===== config.mk =====
export PLATFORM = sky130hd
export DESIGN_NAME = fp64_round_to_integral
export DESIGN_NICKNAME = d
export VERILOG_FILES = /design/src/rtl/fp64rti_pkg.sv /design/src/rtl/fp64rti_core.sv /design/src/rtl/fp64_round_to_integral.sv
export SDC_FILE = /design/constraint.sdc
export NUM_CORES = 1
export LEC_CHECK = 0
export ABC_AREA = 1
export BUFFER_PORTS_ARGS = -buffer_cell sky130_fd_sc_hd__buf_4
export CORE_MARGIN = 2
export CORE_UTILIZATION = 45
export DETAILED_ROUTE_END_ITERATION = 8
export PLACE_DENSITY_LB_ADDON = 0.2
export SLEW_MARGIN = 40
export SYNTH_ARGS = -nofsm -noshare
export SYNTH_HDL_FRONTEND = slang
export SYNTH_HIERARCHICAL = 1
export SYNTH_SLANG_ARGS = --single-unit

===== constraint.sdc =====
create_clock -name clk_i -period 7.15 [get_ports clk_i]
set_clock_uncertainty 0.15 [all_clocks]
set_input_delay 1.43 -clock clk_i [delete_from_list [all_inputs] [get_ports clk_i]]
set_output_delay 1.43 -clock clk_i [all_outputs]
set_load 0.01 [all_outputs]

===== src/rtl/fp64rti_pkg.sv =====
// Package for fp64_round_to_integral: opcodes, field constants, control struct.
// No dependencies.
`default_nettype none
package fp64rti_pkg;
  localparam int unsigned OpW = 3;
  localparam int unsigned DataW = 64;
  localparam logic [10:0] ExpBias = 11'd1023;
  localparam logic [10:0] ExpLarge = 11'd1075;
  localparam logic [63:0] OneBits = 64'h3ff0_0000_0000_0000;
  localparam logic [51:0] MantMask = 52'hf_ffff_ffff_ffff;

  typedef enum logic [2:0] {
    OP_TRUNC  = 3'd0,
    OP_FLOOR  = 3'd1,
    OP_CEIL   = 3'd2,
    OP_HALFAW = 3'd3,
    OP_EVEN   = 3'd4
  } op_e;

  typedef struct packed {
    logic valid;
    logic ready;
  } hs_t;
endpackage
`default_nettype wire


===== src/rtl/fp64rti_core.sv =====
// Combinational rounding datapath of fp64_round_to_integral.
// Depends on fp64rti_pkg.
`default_nettype none
module fp64rti_core import fp64rti_pkg::*; (
  input  logic [OpW-1:0]   opcode_i,
  input  logic [DataW-1:0] operand_i,
  output logic [DataW-1:0] result_o
);
  logic        sign;
  logic [10:0] ef;
  logic [5:0]  e;
  logic [51:0] fmask, frac, half;
  logic [63:0] base;
  logic        nonzero, one, inc, lsb;

  always_comb begin
    sign    = operand_i[63];
    ef      = operand_i[62:52];
    e       = 6'(ef - ExpBias);
    fmask   = MantMask >> e;
    frac    = operand_i[51:0] & fmask;
    half    = (fmask >> 1) + 52'd1;
    base    = operand_i & ~{12'd0, fmask};
    nonzero = operand_i[62:0] != 63'd0;
    lsb     = (e == 6'd0) ? 1'b1 : operand_i[6'd52 - e];
    one = 1'b0;
    inc = 1'b0;
    case (opcode_i)
      OP_FLOOR: begin
        one = sign & nonzero;
        inc = sign;
      end
      OP_CEIL: begin
        one = ~sign & nonzero;
        inc = ~sign;
      end
      OP_HALFAW: begin
        one = ef == ExpBias - 11'd1;
        inc = frac >= half;
      end
      OP_EVEN: begin
        one = (ef == ExpBias - 11'd1) && (operand_i[51:0] != 52'd0);
        inc = (frac > half) || ((frac == half) && lsb);
      end
      default: begin
        one = 1'b0;
        inc = 1'b0;
      end
    endcase
    if (ef >= ExpLarge) begin
      result_o = operand_i;
    end else if (ef < ExpBias) begin
      result_o = one ? ({sign, 63'd0} | OneBits) : {sign, 63'd0};
    end else if (frac == 52'd0) begin
      result_o = operand_i;
    end else begin
      result_o = inc ? base + {11'd0, {1'b0, fmask} + 53'd1} : base;
    end
  end
endmodule
`default_nettype wire


===== src/rtl/fp64_round_to_integral.sv =====
// Top level of fp64_round_to_integral: input register, rounding core, output register.
// Depends on fp64rti_pkg and fp64rti_core.
// Path: an accepted input is registered in the input stage, rounded by the core, and
// registered in the result stage; both stages advance together when the result is taken.
// Throughput: one item per cycle while ready_i does not stall the result stage.
// Reset: asynchronous, active low; clears the stage valid flags only.
`default_nettype none
module fp64_round_to_integral import fp64rti_pkg::*; (
  input  logic             clk_i,
  input  logic             rst_ni,
  input  logic             valid_i,
  output logic             ready_o,
  input  logic [OpW-1:0]   opcode_i,
  input  logic [DataW-1:0] operand_bits_i,
  output logic             valid_o,
  input  logic             ready_i,
  output logic [DataW-1:0] result_bits_o
);
  hs_t              in_hs, out_hs;
  logic             in_vld_q, out_vld_q;
  logic [OpW-1:0]   op_q;
  logic [DataW-1:0] opnd_q, res_d, res_q;
  logic             adv_out;

  fp64rti_core u_core (.opcode_i(op_q), .operand_i(opnd_q), .result_o(res_d));

  // advance the result stage when it is empty or being taken
  assign out_hs.valid = out_vld_q;
  assign out_hs.ready = ready_i;
  assign adv_out     = ~out_hs.valid | out_hs.ready;
  assign in_hs.valid = in_vld_q;
  assign in_hs.ready = adv_out | ~in_vld_q;

  assign ready_o       = in_hs.ready;
  assign valid_o       = out_vld_q;
  assign result_bits_o = res_q;

  always_ff @(posedge clk_i or negedge rst_ni) begin
    if (!rst_ni) begin
      in_vld_q  <= 1'b0;
      out_vld_q <= 1'b0;
    end else begin
      if (in_hs.ready) in_vld_q <= valid_i;
      if (adv_out) out_vld_q <= in_hs.valid;
    end
  end

  // payload registers: hold while stalled
  always_ff @(posedge clk_i) begin
    if (in_hs.ready && valid_i) begin
      op_q   <= opcode_i;
      opnd_q <= operand_bits_i;
    end
    if (adv_out && in_hs.valid) res_q <= res_d;
  end
endmodule
`default_nettype wire


# --- After elaboration in Yosys (flattened, before gate mapping) ---
# Cells that the tools add are included.
# Widths: inputs -> output; s select.
word_totals:
  inputBits: 71
  mem_count: 0
  reg_bits: 133
  wordCells: 51
  mem_bits_rw: 0
  output_inout_bits: 66
  rom_bits: 0
  latch_bits: 0
classes:
  mul: 0
  order_cmp: 5
  add_sub_neg: 5
  n_reduce_logical: 9
  shifts: 1
  n_div: 0
  n_bitwise: 10
  muxes: 10
  n_eq_ne: 6
ops:
  columns: ["cell", "count"]
  rows:
  - ["$mux 64", 4]
  - ["$add 64x53->64", 1]
  - ["$and 64x64->64", 1]
  - ["$not 52->64", 1]
  - ["$reduce_bool 63->1", 1]
  - ["$mux 62", 1]
  - ["$add 52x1->53 const B", 1]
  - ["$add 51x1->52 const B", 1]
  - ["$and 52x52->52", 1]
  - ["$eq 52x52->1", 1]
  - ["$ge 52x52->1", 1]
  - ["$gt 52x52->1", 1]
  - ["$logic_not 52->1", 1]
  - ["$reduce_bool 52->1", 1]
  - ["$shr 52x6->52 const A", 1]
  - ["$eq 11x10->1 const B", 1]
  - ["$ge 11x11->1 const B", 1]
  - ["$lt 11x10->1 const B", 1]
  - ["$pmux 1 s4", 2]
  - ["$lt 6x7->1 const B", 1]
  - ["$bmux 1 s6", 1]
  - ["$eq 3x2->1 const B", 2]
  - ["$logic_not 6->1", 1]
  - ["$sub 6x6->6 const A", 1]
  - ["9 further kinds", 17]

# --- Longest topological paths before layout ---
# Gate-level depths: netlist (run 1).
depth:
  depth_word: 12
  mapped_depth: 36
  depth_no_buf: 32

# --- Hierarchy ---
# The synthesis (run 1) kept the hierarchy.
by_module_without_submodules:
  columns: ["module", "seq_area_each_um2", "area_per_inst_um2", "n_inst", "cells_per_inst"]
  rows:
  - ["fp64rti_core", 0.0, 8535.7, 1, 1749]
  - ["fp64_round_to_integral", 3983.8, 4028.9, 1, 143]

# --- Worst setup path after synthesis (run 1) ---
# Ideal clock, no wire load.
synth_path:
  kind: "input -> register"
  start: "input port ready_i"
  end: "register res_q[0] (netlist: result_bits_o[0]) (enable)"
  t_required_ns: 6.493
  path_stages: 2
  slack_ns: 1.893
  n_path_buf: 0
  arrival_ns: 4.600
  setup_time_ns: 0.507
  path_cell_list: "inv_1 -> a21oi_1"
synth_via:
  elab_chain_cells: 2
synth_lines:
  columns: ["element", "line_no", "rtl"]
  rows:
  - ["from (decl)", "fp64_round_to_integral.sv:16", "input logic ready_i,"]
  - ["$or 1x1->1", "fp64_round_to_integral.sv:30", "assign adv_out = ~out_hs.valid | out_hs.ready;"]
  - ["$logic_and 1x1->1", "fp64_round_to_integral.sv:54", "if (adv_out && in_hs.valid) res_q <= res_d;"]
  - ["to (signal assigned)", "fp64_round_to_integral.sv:54", null]
  - ["to (decl)", "fp64_round_to_integral.sv:22", "logic [DataW-1:0] opnd_q, res_d, res_q;"]
# Every way passes these cells.
# A chain may end at the register's enable or synchronous reset.

# --- Worst setup path in the final report (run 1) ---
layout_path:
  start: "register opnd_q[52]"
  end: "register res_q[3] (netlist: result_bits_o[3]), data pin"
layout_via:
  elab_chain_cells: 12
  word_cells_on_any_way: 26
  cone_classes: "5 x add/sub; 4 x order compare; 1 x eq/ne; 1 x shift; 8 x mux; 3 x bitwise; 4 x reduce/logical"
layout_lines:
  columns: ["element", "line_no", "rtl"]
  rows:
  - ["from (decl)", "fp64_round_to_integral.sv:22", null]
  - ["from (signal assigned)", "fp64_round_to_integral.sv:52", "opnd_q <= operand_bits_i;"]
  - ["parallel branches: the longest is 11 deep, another holds $add 51x1->52", null, null]
  - ["$mux 64 *", "fp64rti_core.sv:50", "if (ef >= ExpLarge) begin"]
  - ["named net res_d[3]", "fp64_round_to_integral.sv:22", null]
# Mark *: on every way through the listed nets, which the timed path passes. The select of a mux whose other input is x is not followed.

==> results of run 1 <==
worst min path at each step:
stage	from	end	slack, ps	depth (start not counted)
after detailed placement	opnd_q[63]$_DFFE_PP_	result_bits_o[63]$_DFFE_PP_	370	0
final	opnd_q[63]$_DFFE_PP_	result_bits_o[63]$_DFFE_PP_	380	0
after global routing	opnd_q[63]$_DFFE_PP_	result_bits_o[63]$_DFFE_PP_	400	0
after floorplan	in_vld_q$_DFFE_PN0P_	valid_o$_DFFE_PN0P_	320	2
after CTS	opnd_q[63]$_DFFE_PP_	result_bits_o[63]$_DFFE_PP_	380	0
after global placement	opnd_q[63]$_DFFE_PP_	result_bits_o[63]$_DFFE_PP_	360	0
power by group:
part	switching [mW]	leakage [nW]	internal, mW
sequential	0.0510	1.29	0.941
clock	0.353	0.298	0.578
combinational	0.689	5.57	0.310
metrics by stage:
stage / utilization [%] / total power, mW / hold WS, ps
floorplan: - / 1.60 / 319
global placement: 50.3 / 1.96 / 364
detailed placement: 50.3 / 1.96 / 366
CTS: 52.5 / 2.90 / 380
global route: 52.7 / 3.05 / 398
finish: 52.7 / 2.92 / 380
flip-flops by register name (all words and copies together) (netlist names):
register / cells
opnd_q: 64
valid_o: 1
result_bits_o: 64
op_q: 3
in_vld_q: 1
per-layer routing:
metal	wire, um	global-route usage (%)	up-vias	share of wire [%]
met5	0	0	-	0
met4	2040	14.9	0	3.8
met3	6890	9.72	103	13
met2	22500	54.1	881	41
met1	22900	52.7	6440	42
li1	-	-	6413	-
cells by family (layout without fill, tap and decap cells):
| logic type | Yosys count | after routing |
|---|---|---|
| compound gates | 215 | 215 |
| fa+ha+maj | 65 | 65 |
| simple gates | 1138 | 1138 |
| xor+xnor | 68 | 68 |
| flops | 133 | 133 |
| buf+inv | 273 | 409 |
cell usage after synthesis (2+ instances only):
cell type,instances
sky130_fd_sc_hd__nor4_1,9
sky130_fd_sc_hd__dfrtp_1,2
sky130_fd_sc_hd__xnor2_1,23
sky130_fd_sc_hd__buf_4,11
sky130_fd_sc_hd__nor2_1,197
sky130_fd_sc_hd__edfxtp_1,131
sky130_fd_sc_hd__nor2_4,6
sky130_fd_sc_hd__clkbuf_1,19
sky130_fd_sc_hd__nand2_1,654
sky130_fd_sc_hd__o21ai_1,11
sky130_fd_sc_hd__nand2_2,19
sky130_fd_sc_hd__a21o_1,2
sky130_fd_sc_hd__nand3_2,14
sky130_fd_sc_hd__buf_2,24
sky130_fd_sc_hd__buf_6,8
sky130_fd_sc_hd__nand2_4,3
sky130_fd_sc_hd__ha_1,65
sky130_fd_sc_hd__nand3_1,142
sky130_fd_sc_hd__nor2_2,17
sky130_fd_sc_hd__inv_1,197
sky130_fd_sc_hd__and2_1,3
sky130_fd_sc_hd__nand4_1,39
sky130_fd_sc_hd__inv_2,12
sky130_fd_sc_hd__xor2_1,45
sky130_fd_sc_hd__o22ai_1,2
sky130_fd_sc_hd__nor3_1,27
sky130_fd_sc_hd__o21ai_0,99
sky130_fd_sc_hd__a21oi_1,95
layout make-up:
| type | instances | area [um^2] | area share (%) |
|---|---|---|---|
| repair buffers | 168 | 1280 | 8.77 |
| well taps | 378 | 473 | 3.25 |
| flip-flops and latches | 133 | 3980 | 27.3 |
| clock inverters | 14 | 185 | 1.27 |
| inverters | 210 | 791 | 5.43 |
| multi-input cells | 1486 | 7430 | 51.0 |
| clock buffers | 17 | 425 | 2.92 |
what timing repair did:
action | 4_1_cts | 5_1_grt
hold buffers | 0 | 0
setup buffers | 0 | 6
resized for setup | 0 | 2
hold endpoints to repair | 0 | 0
setup endpoints to repair | 0 | 58
==> flow_summary.yaml, run 1 <==
cts:
  cts.clk_slew.worst_paths_ps: 70
  worstSkewPairLatency_ps: 460
  clock_sinks: 133
  htreeDepth: 4
  clock_tree_from_tritoncts: "built"
  ctsLongestPathBuffers: 2
  cts_made_buffers: 17
  ctsRootBufferMaster: "sky130_fd_sc_hd__clkbuf_16"
synth:
  synth_fa_ha_area_share_pct: 6.47
  synth_enable_flop_cells: 131
  synth_compound_gate_area_share_pct: 8.74
  synth_seq_cells: 133
  ys.warnings.count: 6
  post_synthesis_simple_gate_area_fraction_pct: 39.0
  synth.top_cells.by_area: "sky130_fd_sc_hd__edfxtp_1, sky130_fd_sc_hd__nand2_1, sky130_fd_sc_hd__ha_1, sky130_fd_sc_hd__inv_1, sky130_fd_sc_hd__nor2_1"
  proportion_of_synthesized_chip_area_in_sequential_cells_pct: 31.7
  main_combinational_cell_family_by_area_after_synthesis: "simple AND/OR/NAND/NOR gates"
  postSynth.topFlopCell: "sky130_fd_sc_hd__edfxtp_1"
  synth_cell_area_um2: 12600
  yosys-mux-area-fraction_pct: 0
  synth.avg_cell_area_um2: 6.64
  syn_nets: 2028
  cells_after_synthesis: 1892
  yosysTopAreaCellShare_pct: 31.3
  yosys.cell_types.count: 44
  synth-xor-area-share_pct: 4.74
  postSynth.asyncResetShare_pct: 1.50
  synth_top_area_cell: "sky130_fd_sc_hd__edfxtp_1"
worst_setup_path:
  critical_path.startpoint_type: "register"
  worst-path-stages: 29
  end_kind: "register"
  critPathKind: "register to register"
  crit_start: "opnd_q[52]$_DFFE_PP_"
  max_stage_delay_ps: 550
  worstPathBufferInverterCount: 4
  r2r_slack_ps: 210
  critPathMostFrequentCell: "sky130_fd_sc_hd__nand2_1"
  biggest_fanout_along_the_worst_timing_path: 53
  critPathCapture: "result_bits_o[3]$_DFFE_PP_"
  rr_startpoint: "opnd_q[52]$_DFFE_PP_"
  cp.required_ps: 7180
  critPathArrivalTime_ps: 6970
  rr_worst_depth: 29
  standard_cell_with_the_maximum_stage_delay_on_the_critical_path: "sky130_fd_sc_hd__edfxtp_1"
  critPathTopFamily: "simple AND/OR/NAND/NOR gates"
  r2r-end: "result_bits_o[3]$_DFFE_PP_"
floorplanning:
  initial_utilization_pct: 45.5
  total_die_area_um2: 29300
  placement_rows: 61
  die_y_um: 171
  fp.coreArea_um2: 27600
  number_of_ports_placed_on_the_die_boundary: 137
  chipWidth_um: 171
final_layout:
  fillerInstances: 2898
  mostFrequentLayoutCells: "sky130_fd_sc_hd__nand2_1, sky130_fd_sc_hd__inv_1, sky130_fd_sc_hd__nor2_1, sky130_fd_sc_hd__buf_4, sky130_fd_sc_hd__nand3_1"
  layout.cells.most_common: "sky130_fd_sc_hd__nand2_1"
  num_antenna_cells: 0
  fin_cells: 2406
  fin_area_um2: 14600
  syn_to_final_growth_pct: 15.9
  number_of_nets_at_the_end_of_the_flow: 2152
  final_layout_size_suffix_gt1_share_pct: 13.5
placement:
  io_buffers: 136
  dpl_worst_slack_ps: 138
  dpl.cell_count: 2369
  globalplace.congestion: 1.09
  dp_hpwl_um: 42800
  placed_area_um2: 13900
pwr:
  cellLeakagePower_nw: 7.16
  pwr_density_cell_nw_per_um2: 201
  max-vdd-ir-drop_uv: 172
timing:
  worst_slack_ps: 208
  final.setup.tns_ps: 0
  final_period_minus_worst_setup_slack_ps: 6940
  setup_viol_count_final: 0
  grt_setup_unrepaired: "no"
  max_slew.worst_pin.slew_ps: 911
  slew_viol_final: 0
  final-hold-violation-count: 0
  timing.fmax_mhz: 144
  slew_headroom_pct: 38.8
  finalCritPeriodShare_pct: 97.1
grt:
  antenna_found_initial: 0
  via_count_of_the_first_global_routing_pass: 12300
  global_route.overflow_total: 0
  wire_length_of_the_first_global_routing_pass_um: 78600
  maximum_number_of_pins_on_one_net_before_global_route_repair: 65
  global_route.usage.total_pct: 37.3
drt:
  wl_per_cell_um: 22.6
  first_iter_violations: 1826
  totalWireLength_um: 54400
  postRouteAntennaNets: 0
  vias_per_cell: 5.75
  vias: 13800
  route.detailed.drc: 0
  detailed_routing_iteration_count_for_the_pre_antenna_repair_pass: 6
outcome:
  outcome: "finished, final reports clean"
job:
  max_cap_violations: 0
min_path:
  hold_wc_path_type: "register to register"
No activity file was read; power rests on OpenSTA's default activity.
==> inputs of run 2 (changes only) <==
CORE_MARGIN = default   (was 2)
CTS_CLUSTER_DIAMETER = 50   (was default)
clock period = 7.05 ns   (was 7.15 ns; I/O delays follow)
==> run 2 against run 1 <==
Effect of this change:
- sequential share of layout area decreased by 0.27 points
- non-clock buffer count increased by 17
- cell area rose by 1.0%
- sequential power hardly changed
- fmax grew 5.1%
- critical endpoint is now result_bits_o[34]$_DFFE_PP_
- sequential cell count unchanged
==> flow_summary.yaml, run 2 (synthesized netlist as in run 1, its figures left out) <==
outcome:
  outcome: "finished, final reports clean"
job:
  max_cap_violations: 0
drt:
  route.detailed.drc: 0
  postRouteAntennaNets: 0
  vias_per_cell: 5.86
  first_iter_violations: 2205
  vias: 14200
  detailed_routing_iteration_count_for_the_pre_antenna_repair_pass: 9
  totalWireLength_um: 56400
  wl_per_cell_um: 23.3
cts:
  cts_made_buffers: 17
  cts.clk_slew.worst_paths_ps: 70
  cts.repair.resized: 0
  ctsLongestPathBuffers: 2
  worstSkewPairLatency_ps: 450
  htreeDepth: 4
  clock_tree_from_tritoncts: "built"
  clock_sinks: 133
  ctsRootBufferMaster: "sky130_fd_sc_hd__clkbuf_16"
  cts_hold_buf: 0
  post-cts-setup-buffers: 0
final_layout:
  layout.cells.most_common: "sky130_fd_sc_hd__nand2_1"
  syn_to_final_growth_pct: 17.1
  multi_input_comb_area_um2: 7430
  num_antenna_cells: 0
  layout.area.seq_um2: 3980
  mostFrequentLayoutCells: "sky130_fd_sc_hd__nand2_1, sky130_fd_sc_hd__nor2_1, sky130_fd_sc_hd__inv_1, sky130_fd_sc_hd__buf_4, sky130_fd_sc_hd__nand3_1"
  number_of_nets_at_the_end_of_the_flow: 2169
  final_layout_size_suffix_gt1_share_pct: 14.2
  fillerInstances: 2760
worst_setup_path:
  r2r_slack_ps: 450
  biggest_fanout_along_the_worst_timing_path: 8
  critPathKind: "register to register"
  standard_cell_with_the_maximum_stage_delay_on_the_critical_path: "sky130_fd_sc_hd__edfxtp_1"
  critPathTopFamily: "simple AND/OR/NAND/NOR gates"
  critical_path.startpoint_type: "register"
  critPathMostFrequentCell: "sky130_fd_sc_hd__nand2_1"
  max_stage_delay_ps: 540
  end_kind: "register"
  worstPathBufferInverterCount: 7
  cp.required_ps: 7050
  critPathArrivalTime_ps: 6600
grt:
  wire_length_of_the_first_global_routing_pass_um: 81800
  global_route.usage.total_pct: 39.6
  maximum_number_of_pins_on_one_net_before_global_route_repair: 72
  global_route.overflow_total: 0
  antenna_found_initial: 0
  via_count_of_the_first_global_routing_pass: 13100
floorplanning:
  placement_rows: 60
  chipWidth_um: 169
  fp.coreArea_um2: 27200
  initial_utilization_pct: 46.2
  die_y_um: 169
  total_die_area_um2: 28600
  number_of_ports_placed_on_the_die_boundary: 137
pwr:
  pwr_density_cell_nw_per_um2: 207
  pwr-share-comb_pct: 34.2
  max-vdd-ir-drop_uv: 141
  clock_power_share_pct: 32.7
  p_int_mw: 1.89
  sw_frac_of_total_pct: 37.9
  cellLeakagePower_nw: 7.24
  netsw_mw: 1.15
  power.sequential.fraction_pct: 33.1
timing:
  slew_viol_final: 0
  final_period_minus_worst_setup_slack_ps: 6600
  setup_viol_count_final: 0
  timing.fmax_mhz: 151
  grt_setup_unrepaired: "no"
  worst_slack_ps: 448
  max_slew.worst_pin.slew_ps: 885
  finalCritPeriodShare_pct: 93.6
  slew_headroom_pct: 40.6
  final-hold-violation-count: 0
  final.hold.worst_slack_ps: 385
  final.setup.tns_ps: 0
placement:
  dp_hpwl_um: 44000
  globalplace.congestion: 1.13
  dpl_worst_slack_ps: 792
  io_buffers: 136
min_path:
  hold_wc_path_type: "register to register"
run 2: power groups by stage:
stage               Sequential, mW  Clock [mW]  Combinational [mW]
floorplan                     1.02           0               0.602
global placement              1.02           0               0.992
detailed placement            1.02           0               0.997
CTS                           1.00        1.00                1.00
global route                  1.01        1.03                1.12
finish                        1.01       0.995                1.04
run 2: worst min-delay path, delay by kind of cell, from the launching register on:
kind / cells / cell delay [ps]
flops: 1 / 360
buf+inv: 1 / 80
simple gates: 1 / 70
run 2: layer usage:
metal  global-route usage [%]  part of all wire, %
met5                        0                    0
met4                     16.6                  4.8
met3                     10.3                   12
met2                     57.3                   41
met1                     55.5                   42
run 2: per-stage QoR:
stage	util, %	total power, mW	instance area [um^2]	instances
after floorplan	-	1.62	12600	1892
after global placement	51.8	2.01	14100	2386
after detailed placement	51.8	2.02	14100	2386
after CTS	54.1	3.01	14700	2418
after global routing	54.1	3.16	14700	2418
final	54.1	3.04	14700	2418
run 2: area by class of cell:
| type | count | area share, % |
|---|---|---|
| multi-input cells | 1486 | 50.5 |
| flip-flops and latches | 133 | 27.1 |
| inverters | 210 | 5.36 |
| clock inverters | 11 | 1.21 |
| well taps | 372 | 3.16 |
| repair buffers | 185 | 9.66 |
| clock buffers | 21 | 3.06 |
run 2: worst paths after layout:
path | depth (start not counted) | endpoint | startpoint
hold / removal | 2 | valid_o$_DFFE_PN0P_ | in_vld_q$_DFFE_PN0P_
max in group asynchronous | 1 | valid_o$_DFFE_PN0P_ | rst_ni
hold reg to reg | 2 | valid_o$_DFFE_PN0P_ | in_vld_q$_DFFE_PN0P_
setup / recovery | 34 | result_bits_o[34]$_DFFE_PP_ | opnd_q[53]$_DFFE_PP_
setup reg to reg | 34 | result_bits_o[34]$_DFFE_PP_ | opnd_q[53]$_DFFE_PP_
min in group asynchronous | 1 | in_vld_q$_DFFE_PN0P_ | rst_ni
